`src/hdl/pbd_pkg.sv`:
```
`timescale 1ns / 1ps
// ----------------------------------------------------------------------------
// pbd_pkg
// Shared types and constants for the pulse beat detector.
// ----------------------------------------------------------------------------
package pbd_pkg;

  // detector phases
  localparam logic [2:0] PH_INIT   = 3'd0;
  localparam logic [2:0] PH_WAIT   = 3'd1;
  localparam logic [2:0] PH_FOLLOW = 3'd2;
  localparam logic [2:0] PH_MAYBE  = 3'd3;
  localparam logic [2:0] PH_MASK   = 3'd4;

  // configuration register indexes
  localparam logic [2:0] REG_MIN_THR   = 3'd0;
  localparam logic [2:0] REG_MAX_THR   = 3'd1;
  localparam logic [2:0] REG_STEP_RES  = 3'd2;
  localparam logic [2:0] REG_INIT_HOLD = 3'd3;
  localparam logic [2:0] REG_MASK_HOLD = 3'd4;
  localparam logic [2:0] REG_INV_DELAY = 3'd5;
  localparam logic [2:0] REG_ALPHA     = 3'd6;
  localparam logic [2:0] REG_DECAY     = 3'd7;

  localparam int CFG_IDX_W  = 3;
  localparam int CFG_DATA_W = 16;

  // register reset values
  localparam logic [14:0] RST_MIN_THR   = 15'd320;
  localparam logic [14:0] RST_MAX_THR   = 15'd12800;
  localparam logic [14:0] RST_STEP_RES  = 15'd480;
  localparam logic [15:0] RST_INIT_HOLD = 16'd2000;
  localparam logic [15:0] RST_MASK_HOLD = 16'd200;
  localparam logic [15:0] RST_INV_DELAY = 16'd2000;
  localparam logic [8:0]  RST_ALPHA     = 9'd26;
  localparam logic [8:0]  RST_DECAY     = 9'd251;

  // 60000 ms/min in Q16.8 period to Q9.7 bpm: 60000 * 256 * 128
  localparam logic [30:0] RATE_NUM = 31'd1966080000;
  localparam logic [15:0] RATE_MAX = 16'hFFFF;
  localparam logic [8:0]  Q8_ONE   = 9'd256;

  typedef struct packed {
    logic load_item;
    logic exec;
    logic start_rate;
    logic apply_dec;
    logic apply_rate;
    logic load_out;
  } pbd_cmd_t;

  typedef struct packed {
    logic dec_div;
    logic rate_div;
    logic avg_zero;
    logic div_done;
    logic out_free;
  } pbd_stat_t;

endpackage

```
`src/hdl/pbd_in_if.sv`:
```
`timescale 1ns / 1ps
`default_nettype none
// ----------------------------------------------------------------------------
// pbd_in_if
// Sample channel: signed sample and millisecond timestamp.
// ----------------------------------------------------------------------------
interface pbd_in_if #(parameter int SW = 16);
  logic          valid;
  logic          ready;
  logic [SW-1:0] sample_value;
  logic [31:0]   time_ms;

  modport source (output valid, output sample_value, output time_ms, input ready);
  modport sink   (input valid, input sample_value, input time_ms, output ready);
endinterface
`default_nettype wire

```
`src/hdl/pbd_out_if.sv`:
```
`timescale 1ns / 1ps
`default_nettype none
// ----------------------------------------------------------------------------
// pbd_out_if
// Result channel: beat flag and rate in Q9.7 bpm.
// ----------------------------------------------------------------------------
interface pbd_out_if;
  logic        valid;
  logic        ready;
  logic        beat_found;
  logic [15:0] rate_bpm;

  modport source (output valid, output beat_found, output rate_bpm, input ready);
  modport sink   (input valid, input beat_found, input rate_bpm, output ready);
endinterface
`default_nettype wire

```
`src/hdl/pbd_cfg_if.sv`:
```
`timescale 1ns / 1ps
`default_nettype none
// ----------------------------------------------------------------------------
// pbd_cfg_if
// Register write channel: index and data.
// ----------------------------------------------------------------------------
interface pbd_cfg_if;
  logic        valid;
  logic        ready;
  logic [2:0]  index;
  logic [15:0] data;

  modport source (output valid, output index, output data, input ready);
  modport sink   (input valid, input index, input data, output ready);
endinterface
`default_nettype wire

```
`src/hdl/pbd_div.sv`:
```
`timescale 1ns / 1ps
`default_nettype none
// ----------------------------------------------------------------------------
// pbd_div
// Restoring divider, one quotient bit per cycle.
// ----------------------------------------------------------------------------
module pbd_div #(
  parameter int NW = 34,
  parameter int DW = 24
) (
  input  wire logic          clk,
  input  wire logic          rst_n,
  input  wire logic          start,
  input  wire logic [NW-1:0] num,
  input  wire logic [DW-1:0] den,
  output logic               done,
  output logic [NW-1:0]      quot
);
  localparam int CW = $clog2(NW);

  logic [NW-1:0] q_r, q_nxt;
  logic [DW-1:0] rem_r, rem_nxt;
  logic [DW-1:0] den_r, den_nxt;
  logic [CW-1:0] cnt_r, cnt_nxt;
  logic          busy_r, busy_nxt;
  logic          done_r, done_nxt;
  logic [DW:0]   trial;

  always_comb begin
    q_nxt    = q_r;
    rem_nxt  = rem_r;
    den_nxt  = den_r;
    cnt_nxt  = cnt_r;
    busy_nxt = busy_r;
    done_nxt = 1'b0;
    trial    = {rem_r, q_r[NW-1]};
    if (start) begin
      q_nxt    = num;
      rem_nxt  = '0;
      den_nxt  = den;
      cnt_nxt  = CW'(NW - 1);
      busy_nxt = 1'b1;
    end else if (busy_r) begin
      if (trial >= {1'b0, den_r}) begin
        rem_nxt = DW'(trial - {1'b0, den_r});
        q_nxt   = {q_r[NW-2:0], 1'b1};
      end else begin
        rem_nxt = trial[DW-1:0];
        q_nxt   = {q_r[NW-2:0], 1'b0};
      end
      cnt_nxt = cnt_r - 1'b1;
      if (cnt_r == '0) begin
        busy_nxt = 1'b0;
        done_nxt = 1'b1;
      end
    end
  end

  always_ff @(posedge clk) begin
    if (!rst_n) begin
      busy_r <= 1'b0;
      done_r <= 1'b0;
      cnt_r  <= '0;
    end else begin
      busy_r <= busy_nxt;
      done_r <= done_nxt;
      cnt_r  <= cnt_nxt;
    end
    q_r   <= q_nxt;
    rem_r <= rem_nxt;
    den_r <= den_nxt;
  end

  assign done = done_r;
  assign quot = q_r;
endmodule
`default_nettype wire

```
`src/hdl/pbd_dp.sv`:
```
`timescale 1ns / 1ps
`default_nettype none
// ----------------------------------------------------------------------------
// pbd_dp
// Detector datapath: registers, phase update, threshold decay and rate.
// ----------------------------------------------------------------------------
module pbd_dp
  import pbd_pkg::*;
#(
  parameter int SAMPLE_WIDTH     = 16,
  parameter int FALLOFF_Q8       = 77,
  parameter int SAMPLE_PERIOD_MS = 10
) (
  input  wire logic           clk,
  input  wire logic           rst_n,
  input  wire logic [SAMPLE_WIDTH-1:0] in_sample,
  input  wire logic [31:0]    in_time,
  pbd_out_if.source           out_chan,
  pbd_cfg_if.sink             cfg_chan,
  input  wire pbd_cmd_t       cmd,
  output pbd_stat_t           st
);
  localparam int EW   = (SAMPLE_WIDTH > 16) ? SAMPLE_WIDTH : 16;
  localparam int KVAL = (256 - FALLOFF_Q8) * SAMPLE_PERIOD_MS;
  localparam int KW   = (KVAL > 0) ? $clog2(KVAL + 1) : 1;
  localparam int NUMW = 15 + KW;
  localparam int NW   = (NUMW > 31) ? NUMW : 31;
  localparam logic [KW-1:0] KCONST = KW'(KVAL);
  localparam logic signed [EW-1:0] SMAX = EW'(32767);
  localparam logic signed [EW-1:0] SMIN = -SMAX - 1;

  // configuration
  logic [14:0] min_thr_r, max_thr_r, step_r;
  logic [15:0] init_hold_r, mask_hold_r, inv_delay_r;
  logic [8:0]  alpha_r, decay_r;

  // detector state
  logic [2:0]         phase_r, phase_x;
  logic [15:0]        thr_r, thr_x;
  logic [23:0]        avg_r, avg_x;
  logic signed [15:0] peak_r, peak_x;
  logic [31:0]        lbt_r, lbt_x;
  logic               seen_r, seen_x;
  logic               beat_r, beat_x;
  logic [15:0]        rate_r, rate_x;

  // item and output registers
  logic signed [15:0] s_r;
  logic [31:0]        now_r;
  logic               out_valid_r;
  logic               out_beat_r;
  logic [15:0]        out_rate_r;

  logic signed [EW-1:0] sx;
  logic signed [15:0]   s_sat;
  logic [31:0]          el;
  logic [15:0]          trk, thr1, geo, geo_cl, dec_cl;
  logic                 s_gt, peak_pos, avg_nz, clr, dec_go, rate_go;
  logic [8:0]           dq, aq;
  logic [24:0]          geo_p;
  logic [23:0]          d_iv;
  logic signed [24:0]   d_diff;
  logic signed [34:0]   a_prod;
  logic signed [35:0]   avg_sum;
  logic [23:0]          avg_new;
  logic [NUMW-1:0]      dec_num;
  logic                 div_start, div_done;
  logic [NW-1:0]        div_num, quot;
  logic signed [NW+1:0] dec_diff;

  // sign extension and saturation of the incoming sample
  always_comb begin
    sx = EW'($signed(in_sample));
    if (sx > SMAX)      s_sat = 16'sh7FFF;
    else if (sx < SMIN) s_sat = -16'sh8000;
    else                s_sat = sx[15:0];
  end

  assign el       = now_r - lbt_r;
  assign s_gt     = $signed({s_r[15], s_r}) > $signed({1'b0, thr_r});
  assign trk      = ($signed(s_r) < $signed({1'b0, max_thr_r})) ? s_r : {1'b0, max_thr_r};
  assign peak_pos = (peak_r > 16'sd0);
  assign avg_nz   = (avg_r != '0);
  assign thr1     = (phase_r == PH_WAIT && s_gt) ? trk : thr_r;
  assign dq       = (decay_r > Q8_ONE) ? Q8_ONE : decay_r;
  assign aq       = (alpha_r > Q8_ONE) ? Q8_ONE : alpha_r;
  assign geo_p    = thr1 * dq;
  assign geo      = geo_p[23:8];
  assign geo_cl   = (geo < {1'b0, min_thr_r}) ? {1'b0, min_thr_r} : geo;

  // period average: (256*avg + a*(d - avg) + 128) >> 8
  assign d_iv    = (el[31:16] != '0) ? 24'hFFFFFF : {el[15:0], 8'h00};
  assign d_diff  = $signed({1'b0, d_iv}) - $signed({1'b0, avg_r});
  assign a_prod  = $signed({1'b0, aq}) * d_diff;
  assign avg_sum = $signed({4'b0, avg_r, 8'h00}) + 36'(a_prod) + 36'sd128;
  assign avg_new = avg_sum[31:8];

  assign dec_num = NUMW'(peak_r[14:0]) * NUMW'(KCONST);

  always_comb begin
    phase_x = phase_r;
    thr_x   = thr_r;
    avg_x   = avg_r;
    peak_x  = peak_r;
    lbt_x   = lbt_r;
    seen_x  = seen_r;
    beat_x  = 1'b0;
    rate_x  = rate_r;
    clr     = 1'b0;
    dec_go  = 1'b0;
    rate_go = 1'b0;
    unique case (phase_r)
      PH_WAIT: begin
        if (s_gt) phase_x = PH_FOLLOW;
        clr = (el > {16'h0, inv_delay_r});
        if (clr) begin
          avg_x  = '0;
          peak_x = '0;
          rate_x = '0;
        end
        dec_go = !clr && peak_pos && avg_nz;
        thr_x  = dec_go ? thr1 : geo_cl;
      end
      PH_FOLLOW: begin
        if ($signed(s_r) < $signed({1'b0, thr_r})) phase_x = PH_MAYBE;
        else                                       thr_x   = trk;
      end
      PH_MAYBE: begin
        if ($signed({{2{s_r[15]}}, s_r}) + $signed({3'b0, step_r})
            < $signed({2'b0, thr_r})) begin
          beat_x  = 1'b1;
          peak_x  = s_r;
          phase_x = PH_MASK;
          lbt_x   = now_r;
          seen_x  = 1'b1;
          if (seen_r) begin
            avg_x   = avg_new;
            rate_go = 1'b1;
          end
        end else begin
          phase_x = PH_FOLLOW;
        end
      end
      PH_MASK: begin
        if (el > {16'h0, mask_hold_r}) phase_x = PH_WAIT;
        dec_go = peak_pos && avg_nz;
        thr_x  = dec_go ? thr1 : geo_cl;
      end
      default: begin
        phase_x = (now_r > {16'h0, init_hold_r}) ? PH_WAIT : PH_INIT;
      end
    endcase
  end

  // shared divider: threshold falloff step or rate
  assign div_start = (cmd.exec && dec_go) || (cmd.start_rate && avg_nz);
  assign div_num   = cmd.exec ? NW'(dec_num) : NW'(RATE_NUM);

  pbd_div #(.NW(NW), .DW(24)) u_div (
    .clk   (clk),
    .rst_n (rst_n),
    .start (div_start),
    .num   (div_num),
    .den   (avg_r),
    .done  (div_done),
    .quot  (quot)
  );

  assign dec_diff = $signed({2'b0, NW'(thr_r)}) - $signed({2'b0, quot});
  assign dec_cl   = (dec_diff < $signed((NW+2)'(min_thr_r))) ? {1'b0, min_thr_r}
                                                              : dec_diff[15:0];

  always_ff @(posedge clk) begin
    if (!rst_n) begin
      min_thr_r   <= RST_MIN_THR;
      max_thr_r   <= RST_MAX_THR;
      step_r      <= RST_STEP_RES;
      init_hold_r <= RST_INIT_HOLD;
      mask_hold_r <= RST_MASK_HOLD;
      inv_delay_r <= RST_INV_DELAY;
      alpha_r     <= RST_ALPHA;
      decay_r     <= RST_DECAY;
      phase_r     <= PH_INIT;
      thr_r       <= {1'b0, RST_MIN_THR};
      avg_r       <= '0;
      peak_r      <= '0;
      lbt_r       <= '0;
      seen_r      <= 1'b0;
      beat_r      <= 1'b0;
      rate_r      <= '0;
      out_valid_r <= 1'b0;
    end else begin
      if (cfg_chan.valid) begin
        unique case (cfg_chan.index)
          REG_MIN_THR:   min_thr_r   <= cfg_chan.data[14:0];
          REG_MAX_THR:   max_thr_r   <= cfg_chan.data[14:0];
          REG_STEP_RES:  step_r      <= cfg_chan.data[14:0];
          REG_INIT_HOLD: init_hold_r <= cfg_chan.data;
          REG_MASK_HOLD: mask_hold_r <= cfg_chan.data;
          REG_INV_DELAY: inv_delay_r <= cfg_chan.data;
          REG_ALPHA:     alpha_r     <= cfg_chan.data[8:0];
          REG_DECAY:     decay_r     <= cfg_chan.data[8:0];
          default:       ;
        endcase
      end
      if (cmd.exec) begin
        phase_r <= phase_x;
        thr_r   <= thr_x;
        avg_r   <= avg_x;
        peak_r  <= peak_x;
        lbt_r   <= lbt_x;
        seen_r  <= seen_x;
        beat_r  <= beat_x;
        rate_r  <= rate_x;
      end
      if (cmd.start_rate && !avg_nz) rate_r <= '0;
      if (cmd.apply_dec) thr_r <= dec_cl;
      if (cmd.apply_rate) rate_r <= (quot > NW'(RATE_MAX)) ? RATE_MAX : quot[15:0];
      if (cmd.load_out)                       out_valid_r <= 1'b1;
      else if (out_chan.ready)                out_valid_r <= 1'b0;
    end
    if (cmd.load_item) begin
      s_r   <= s_sat;
      now_r <= in_time;
    end
    if (cmd.load_out) begin
      out_beat_r <= beat_r;
      out_rate_r <= rate_r;
    end
  end

  assign cfg_chan.ready      = 1'b1;
  assign out_chan.valid      = out_valid_r;
  assign out_chan.beat_found = out_beat_r;
  assign out_chan.rate_bpm   = out_rate_r;

  assign st.dec_div  = dec_go;
  assign st.rate_div = rate_go;
  assign st.avg_zero = !avg_nz;
  assign st.div_done = div_done;
  assign st.out_free = !out_valid_r || out_chan.ready;

  a_phase_legal: assert property (@(posedge clk) disable iff (!rst_n)
    phase_r == PH_INIT || phase_r == PH_WAIT || phase_r == PH_FOLLOW ||
    phase_r == PH_MAYBE || phase_r == PH_MASK)
    else $error("detector phase left its legal set");
  a_thr_nonneg: assert property (@(posedge clk) disable iff (!rst_n)
    thr_r[15] == 1'b0)
    else $error("threshold out of range");
  a_rate_zero: assert property (@(posedge clk) disable iff (!rst_n)
    cmd.apply_rate |-> avg_nz)
    else $error("rate division with zero period");
endmodule
`default_nettype wire

```
`src/hdl/pbd_ctrl.sv`:
```
`timescale 1ns / 1ps
`default_nettype none
// ----------------------------------------------------------------------------
// pbd_ctrl
// Sequencer for one item: load, update, optional division, output.
// ----------------------------------------------------------------------------
module pbd_ctrl
  import pbd_pkg::*;
(
  input  wire logic      clk,
  input  wire logic      rst_n,
  input  wire logic      in_valid,
  output logic           in_ready,
  input  wire pbd_stat_t st,
  output pbd_cmd_t       cmd
);
  localparam logic [2:0] C_IDLE = 3'd0;
  localparam logic [2:0] C_EXEC = 3'd1;
  localparam logic [2:0] C_DEC  = 3'd2;
  localparam logic [2:0] C_AVG  = 3'd3;
  localparam logic [2:0] C_RATE = 3'd4;
  localparam logic [2:0] C_OUT  = 3'd5;

  logic [2:0] state_r, state_nxt;

  always_comb begin
    state_nxt = state_r;
    cmd       = '0;
    in_ready  = 1'b0;
    unique case (state_r)
      C_IDLE: begin
        in_ready      = 1'b1;
        cmd.load_item = in_valid;
        if (in_valid) state_nxt = C_EXEC;
      end
      C_EXEC: begin
        cmd.exec = 1'b1;
        if (st.dec_div)       state_nxt = C_DEC;
        else if (st.rate_div) state_nxt = C_AVG;
        else                  state_nxt = C_OUT;
      end
      C_DEC: begin
        cmd.apply_dec = st.div_done;
        if (st.div_done) state_nxt = C_OUT;
      end
      C_AVG: begin
        // period was updated in C_EXEC, rate follows from it
        cmd.start_rate = 1'b1;
        state_nxt = st.avg_zero ? C_OUT : C_RATE;
      end
      C_RATE: begin
        cmd.apply_rate = st.div_done;
        if (st.div_done) state_nxt = C_OUT;
      end
      C_OUT: begin
        cmd.load_out = st.out_free;
        if (st.out_free) state_nxt = C_IDLE;
      end
      default: state_nxt = C_IDLE;
    endcase
  end

  always_ff @(posedge clk) begin
    if (!rst_n) state_r <= C_IDLE;
    else        state_r <= state_nxt;
  end

  a_done_in_wait: assert property (@(posedge clk) disable iff (!rst_n)
    st.div_done |-> (state_r == C_DEC || state_r == C_RATE))
    else $error("divider finished outside a wait state");
  a_out_free: assert property (@(posedge clk) disable iff (!rst_n)
    cmd.load_out |-> st.out_free)
    else $error("result loaded over a pending one");
  a_exec_follows: assert property (@(posedge clk) disable iff (!rst_n)
    cmd.load_item |=> cmd.exec)
    else $error("accepted item not processed");
endmodule
`default_nettype wire

```
`src/hdl/pulse_beat_detector_core.sv`:
```
`timescale 1ns / 1ps
`default_nettype none
// ----------------------------------------------------------------------------
// pulse_beat_detector_core
// Adaptive-threshold heartbeat detector for AC photoplethysmogram samples.
// ----------------------------------------------------------------------------
// One item is processed at a time. A sample that needs no division is
// updated in C_EXEC and its result loaded into the output register in C_OUT,
// once that register is free. A decaying sample with a known period and a
// positive last peak, or a beat that updates the period, runs the shared
// restoring divider. The divider makes one quotient bit per cycle. The next
// item is accepted in the cycle after the result is loaded, even if it has
// not been taken yet. Configuration writes are always accepted.
module pulse_beat_detector_core
  import pbd_pkg::*;
#(
  parameter int SAMPLE_WIDTH     = 16,
  parameter int FALLOFF_Q8       = 77,
  parameter int SAMPLE_PERIOD_MS = 10
) (
  input  wire logic clk,
  input  wire logic rst_n,
  pbd_in_if.sink    in_chan,
  pbd_out_if.source out_chan,
  pbd_cfg_if.sink   cfg_chan
);
  pbd_cmd_t  cmd;
  pbd_stat_t st;
  logic      in_rdy;

  assign in_chan.ready = in_rdy;

  pbd_ctrl u_ctrl (
    .clk      (clk),
    .rst_n    (rst_n),
    .in_valid (in_chan.valid),
    .in_ready (in_rdy),
    .st       (st),
    .cmd      (cmd)
  );

  pbd_dp #(
    .SAMPLE_WIDTH     (SAMPLE_WIDTH),
    .FALLOFF_Q8       (FALLOFF_Q8),
    .SAMPLE_PERIOD_MS (SAMPLE_PERIOD_MS)
  ) u_dp (
    .clk       (clk),
    .rst_n     (rst_n),
    .in_sample (in_chan.sample_value),
    .in_time   (in_chan.time_ms),
    .out_chan  (out_chan),
    .cfg_chan  (cfg_chan),
    .cmd       (cmd),
    .st        (st)
  );
endmodule
`default_nettype wire

```
`src/flat_wrapper.sv`:
```
// flat-port wrapper written by rule: the top's interface ports become plain ports
module pulse_beat_detector_core_flat import pbd_pkg::*;
#(
  parameter int SAMPLE_WIDTH     = 16,
  parameter int FALLOFF_Q8       = 77,
  parameter int SAMPLE_PERIOD_MS = 10
)
  (clk, rst_n, in_chan_valid, in_chan_sample_value, in_chan_time_ms, in_chan_ready, out_chan_valid, out_chan_beat_found, out_chan_rate_bpm, out_chan_ready, cfg_chan_valid, cfg_chan_index, cfg_chan_data, cfg_chan_ready);
  pbd_in_if #(.SW(16)) in_chan_i ();
  pbd_out_if out_chan_i ();
  pbd_cfg_if cfg_chan_i ();
  input  wire logic clk;
  input  wire logic rst_n;
  input wire logic [$bits(in_chan_i.valid)-1:0] in_chan_valid;
  input wire logic [$bits(in_chan_i.sample_value)-1:0] in_chan_sample_value;
  input wire logic [$bits(in_chan_i.time_ms)-1:0] in_chan_time_ms;
  output wire logic [$bits(in_chan_i.ready)-1:0] in_chan_ready;
  output wire logic [$bits(out_chan_i.valid)-1:0] out_chan_valid;
  output wire logic [$bits(out_chan_i.beat_found)-1:0] out_chan_beat_found;
  output wire logic [$bits(out_chan_i.rate_bpm)-1:0] out_chan_rate_bpm;
  input wire logic [$bits(out_chan_i.ready)-1:0] out_chan_ready;
  input wire logic [$bits(cfg_chan_i.valid)-1:0] cfg_chan_valid;
  input wire logic [$bits(cfg_chan_i.index)-1:0] cfg_chan_index;
  input wire logic [$bits(cfg_chan_i.data)-1:0] cfg_chan_data;
  output wire logic [$bits(cfg_chan_i.ready)-1:0] cfg_chan_ready;
  assign in_chan_i.valid = in_chan_valid;
  assign in_chan_i.sample_value = in_chan_sample_value;
  assign in_chan_i.time_ms = in_chan_time_ms;
  assign in_chan_ready = in_chan_i.ready;
  assign out_chan_valid = out_chan_i.valid;
  assign out_chan_beat_found = out_chan_i.beat_found;
  assign out_chan_rate_bpm = out_chan_i.rate_bpm;
  assign out_chan_i.ready = out_chan_ready;
  assign cfg_chan_i.valid = cfg_chan_valid;
  assign cfg_chan_i.index = cfg_chan_index;
  assign cfg_chan_i.data = cfg_chan_data;
  assign cfg_chan_ready = cfg_chan_i.ready;
  pulse_beat_detector_core #(.SAMPLE_WIDTH(SAMPLE_WIDTH), .FALLOFF_Q8(FALLOFF_Q8), .SAMPLE_PERIOD_MS(SAMPLE_PERIOD_MS)) u_core (.clk(clk), .rst_n(rst_n), .in_chan(in_chan_i), .out_chan(out_chan_i), .cfg_chan(cfg_chan_i));
endmodule
```
`config.mk`:
```
export PLATFORM = sky130hd
export DESIGN_NAME = pulse_beat_detector_core_flat
export DESIGN_NICKNAME = d
export VERILOG_FILES = /design/src/hdl/pbd_pkg.sv /design/src/hdl/pbd_in_if.sv /design/src/hdl/pbd_out_if.sv /design/src/hdl/pbd_cfg_if.sv /design/src/hdl/pbd_div.sv /design/src/hdl/pbd_dp.sv /design/src/hdl/pbd_ctrl.sv /design/src/hdl/pulse_beat_detector_core.sv /design/src/flat_wrapper.sv
export SDC_FILE = /design/constraint.sdc
export NUM_CORES = 2
export LEC_CHECK = 0
export BUFFER_PORTS_ARGS = -buffer_cell sky130_fd_sc_hd__buf_2
export CAP_MARGIN = 20
export CORE_MARGIN = 1
export CORE_UTILIZATION = 60
export CTS_CLUSTER_DIAMETER = 100
export DETAILED_ROUTE_END_ITERATION = 6
export GPL_TIMING_DRIVEN = 0
export HOLD_SLACK_MARGIN = 0.06
export PLACE_DENSITY_LB_ADDON = 0.3
export SKIP_LAST_GASP = 1
export SYNTH_ARGS = -nofsm -noshare
export SYNTH_HDL_FRONTEND = slang
export SYNTH_SLANG_ARGS = --single-unit
```
`constraint.sdc`:
```
create_clock -name clk -period 14.7 [get_ports clk]
set_clock_uncertainty 0.2 [all_clocks]
set_input_delay 0.735 -clock clk [delete_from_list [all_inputs] [get_ports clk]]
set_output_delay 0.735 -clock clk [all_outputs]
set_load 0.01 [all_outputs]
```
==> metrics.md <==
| Metric | Value |
|---|---|
| Status | `completed` |
| Die height | `258 um` |
| Post-DR vias/cell | `approximately 6` |
| Max cap viols | `0` |
| Startpoint Class | `register` |
| Max-slew violations | `0` |
| Static Leak | `19.3 nW` |
| Total GRT Usage | `34.0%` |
| Most used DFF post-synth | `dfxtp_1` |
| Syn. warnings | `0` |
| Reg clk slew, reported paths | `60 ps` |
| Initial Util | `between 60% and 70%` |
| Most frequent cells in the layout | `inv_1 (710), nand2_1 (597), ha_1 (419), fa_1 (371), nor2_1 (285)` |
| Share of flip-flops with an asynchronous set or reset | `0%` |
| Core area | `between 60000 and 70000 um^2` |
| Vias in the first global route | `approximately 32000` |
| Slew margin rel. | `~17%` |
| First-pass GRT wire length | `between 150 and 200 mm` |
| # DRC | `0` |
| Initial DRC Count | `2941` |
| Syn Area/Cell | `8.63 um^2` |
| TritonRoute pass-1 iters | `5` |
| Worst slew pin tran | `between 1000 and 1500 ps` |
| Setup crit end kind | `register` |
| R2R Setup Slk | `730 ps` |
| Worst r2r src | `u_core.u_dp.now_r[0]` |
| Final instance area | `about 42000 um^2` |
| # diodes | `0` |
| Die area | `~67000 um^2` |
| #FFs+latches synth | `375` |
| Mapped Nets | `about 5400` |
| Row count | `between 90 and 100` |
| Seq/Total Area, Yosys | `22.1%` |
| Setup_tns | `0 ps` |
| Critical Path Max Stage Delay | `590 ps` |
| Ports | `about 90` |
| Sinks on Clock Net | `roughly 380` |
| HPWL Detailed | `just under 90 mm` |
| Longest Clk Path Bufs | `3` |
| Layout area overhead | `7.51%` |
| VDD IR max | `between 150 and 200 uV` |
| Kind of critical path | `reg2reg` |
| HP Class | `in2reg` |
| Fin. Hold Viols | `0` |
| Req. time, crit path | `between 10000 and 15000 ps` |
| Total number of vias | `roughly 33000` |
| Commonest non-fill, non-tap cell in the layout | `inv_1` |
| Hold EP | `u_core.u_dp.now_r[11]` |
| Total gr overflow | `0` |
| CTS Hold Bufs | `0` |
| WL final | `111 mm` |
| ANT nets after route | `0` |
| Placer congestion estimate | `between 0.9 and 1` |
| Synth Cell Area | `~39000 um^2` |
| RSZ-0062 raised after global routing | `no` |
| Post-CTS Resized | `0` |
| WHS Path Cells | `1` |
| Die width | `~260 um` |
| Syn Inst Count | `4562` |
| CP dominant cell by count | `fa_1` |
| H-tree level count | `2` |
| Clk_lat worst skew | `600 ps` |
| Initial antenna violation count | `2` |
| Post-synth EDFFs | `between 100 and 150` |
| Largest net degree at the start of global routing | `34` |
| Postcts setup bufs | `0` |
| Pwr Density | `~130 nW/um^2` |
| CTS root buf | `clkbuf_16` |
| Crit path max fanout | `19` |
| Worst R2R End | `u_core.u_dp.avg_r[23]` |
| CP max-delay cell | `fa_1` |
| Layout cells sized above 1 | `slightly below 5%` |
| Crit path DAT | `roughly 14000 ps` |
| Tcrit/Tclk final | `95.1%` |
| Post-synth cell types | `96` |
| HP Start | `in_chan_time_ms[11]` |
| Fin crit period | `between 10000 and 15000 ps` |
| Number of buffers created by CTS | `42` |
| Max Freq | `about 72 MHz` |
| Setup violators final | `0` |
| Worst Reg2Reg Path Length in Cells | `51` |
| CTS tree | `done` |
| Placed cell area | `approximately 40000 um^2` |
| Final net count | `about 5500` |
| Port bufs | `60` |
| Drt wl/cell | `~20 um` |
## registers in the layout, summed over array words and instances, names as in the netlist, 16 cells and up
register / flops
u_core.u_dp.u_div.quot: 31
u_core.u_dp.thr_r: 16
u_core.u_dp.s_r: 16
u_core.u_dp.avg_r: 24
u_core.u_dp.peak_r: 16
u_core.u_dp.lbt_r: 32
u_core.u_dp.u_div.den_r: 24
u_core.u_dp.u_div.rem_r: 24
u_core.u_dp.inv_delay_r: 16
u_core.u_dp.init_hold_r: 16
u_core.u_dp.out_chan.rate_bpm: 16
u_core.u_dp.now_r: 32
u_core.u_dp.rate_r: 16
u_core.u_dp.mask_hold_r: 16
## cells in the mapped netlist, drive strengths merged, types with 20 or more instances
| library cell | instances | area share (%) |
|---|---|---|
| nor3 | 54 | 0.69 |
| a21o | 88 | 1.7 |
| and2 | 49 | 0.79 |
| nand3 | 72 | 0.93 |
| nor2b | 126 | 2.0 |
| nand4 | 24 | 0.38 |
| nand2 | 597 | 5.7 |
| xnor2 | 108 | 2.4 |
| dfxtp | 255 | 13 |
| fa | 371 | 19 |
| nor4 | 20 | 0.39 |
| mux2i | 33 | 0.84 |
| o21a | 37 | 0.71 |
| a21boi | 141 | 2.7 |
| clkbuf | 152 | 1.5 |
| a21oi | 206 | 2.6 |
| nand2b | 81 | 1.3 |
| xor2 | 53 | 1.2 |
| or3 | 21 | 0.35 |
| inv | 710 | 6.8 |
| and3 | 21 | 0.33 |
| o21ai | 165 | 2.1 |
| a211oi | 30 | 0.57 |
| edfxtp | 120 | 9.2 |
| mux2 | 21 | 0.60 |
| nor2 | 285 | 2.7 |
| o211ai | 39 | 0.74 |
| a22oi | 37 | 0.71 |
| ha | 419 | 13 |
## cells by family (layout without fill, tap and decap cells)
kind of cell | after synthesis | after routing | share of synthesized area (%)
fa+ha+maj | 790 | 790 | 32.2
buf+inv | 881 | 1025 | 8.58
xor+xnor | 161 | 161 | 3.58
other cells | 1 | 1 | 0.00953
flops | 375 | 375 | 22.1
simple gates | 1399 | 1399 | 16.6
mux | 54 | 54 | 1.44
compound gates | 901 | 901 | 15.5
## how the worst max path moves through the flow
| stage | from | cells past startpoint | slack (ps) | endpoint |
|---|---|---|---|---|
| 5_1_grt | u_core.u_dp.now_r[0] | 51 | 40 | u_core.u_dp.avg_r[23] |
| 4_1_cts | u_core.u_dp.now_r[0] | 53 | 630 | u_core.u_dp.avg_r[23] |
| 3_3_place_gp | u_core.u_dp.now_r[0] | 53 | 880 | u_core.u_dp.avg_r[23] |
| 2_1_floorplan | u_core.u_dp.now_r[0] | 53 | 3150 | u_core.u_dp.avg_r[23] |
| 3_5_place_dp | u_core.u_dp.now_r[0] | 53 | 690 | u_core.u_dp.avg_r[23] |
| 6_report | u_core.u_dp.now_r[0] | 51 | 730 | u_core.u_dp.avg_r[23] |
## worst max-delay path, delay by kind of cell (launching register included)
kind            cells  cell delay [ps]
xor+xnor            2              760
buf+inv             7             1050
simple gates       12             2450
flops               1              390
compound gates     20             4540
mux                 1              250
fa+ha+maj           9             4160
## per-layer routing
layer | part of all wire, % | vias to the layer above | GRT usage, % | wire length (um)
li1 | - | 15344 | - | -
met1 | 42 | 15812 | 47.5 | 46900
met2 | 44 | 1420 | 52.8 | 49000
met3 | 9.6 | 247 | 5.79 | 10600
met4 | 4.1 | 4 | 13.1 | 4530
met5 | 0.025 | - | 0 | 28
## final cells by class
class                   count  area, um^2
repair buffers             67         390
clock buffers              55        1190
clock inverters            23         290
flip-flops and latches    375        8710
well taps                 855        1070
inverters                 711        2670
fillers                  5480       22300
plain buffers             169         698
multi-input cells        3306       27300
## report_power, final
group	total [mW]	switching [mW]	leakage (nW)	internal [mW]
Combinational	3.27	1.95	15.4	1.33
Sequential	1.13	0.0388	3.18	1.10
Clock	1.13	0.475	0.719	0.656
Total	5.54	2.46	19.3	3.08
## stage by stage
step / power (mW) / setup WS [ps] / hold slack (ps) / utilization [%] / cells
floorplan: 3.54 / 3150 / 208 / - / 4562
global placement: 4.29 / 884 / 218 / 63.1 / 5477
detailed placement: 4.36 / 694 / 222 / 63.2 / 5483
CTS: 5.51 / 626 / 94.7 / 65.5 / 5561
global route: 5.99 / 44.9 / 98.6 / 65.5 / 5561
finish: 5.54 / 726 / 113 / 65.5 / 5561
Power figures use the tool's default switching activity.
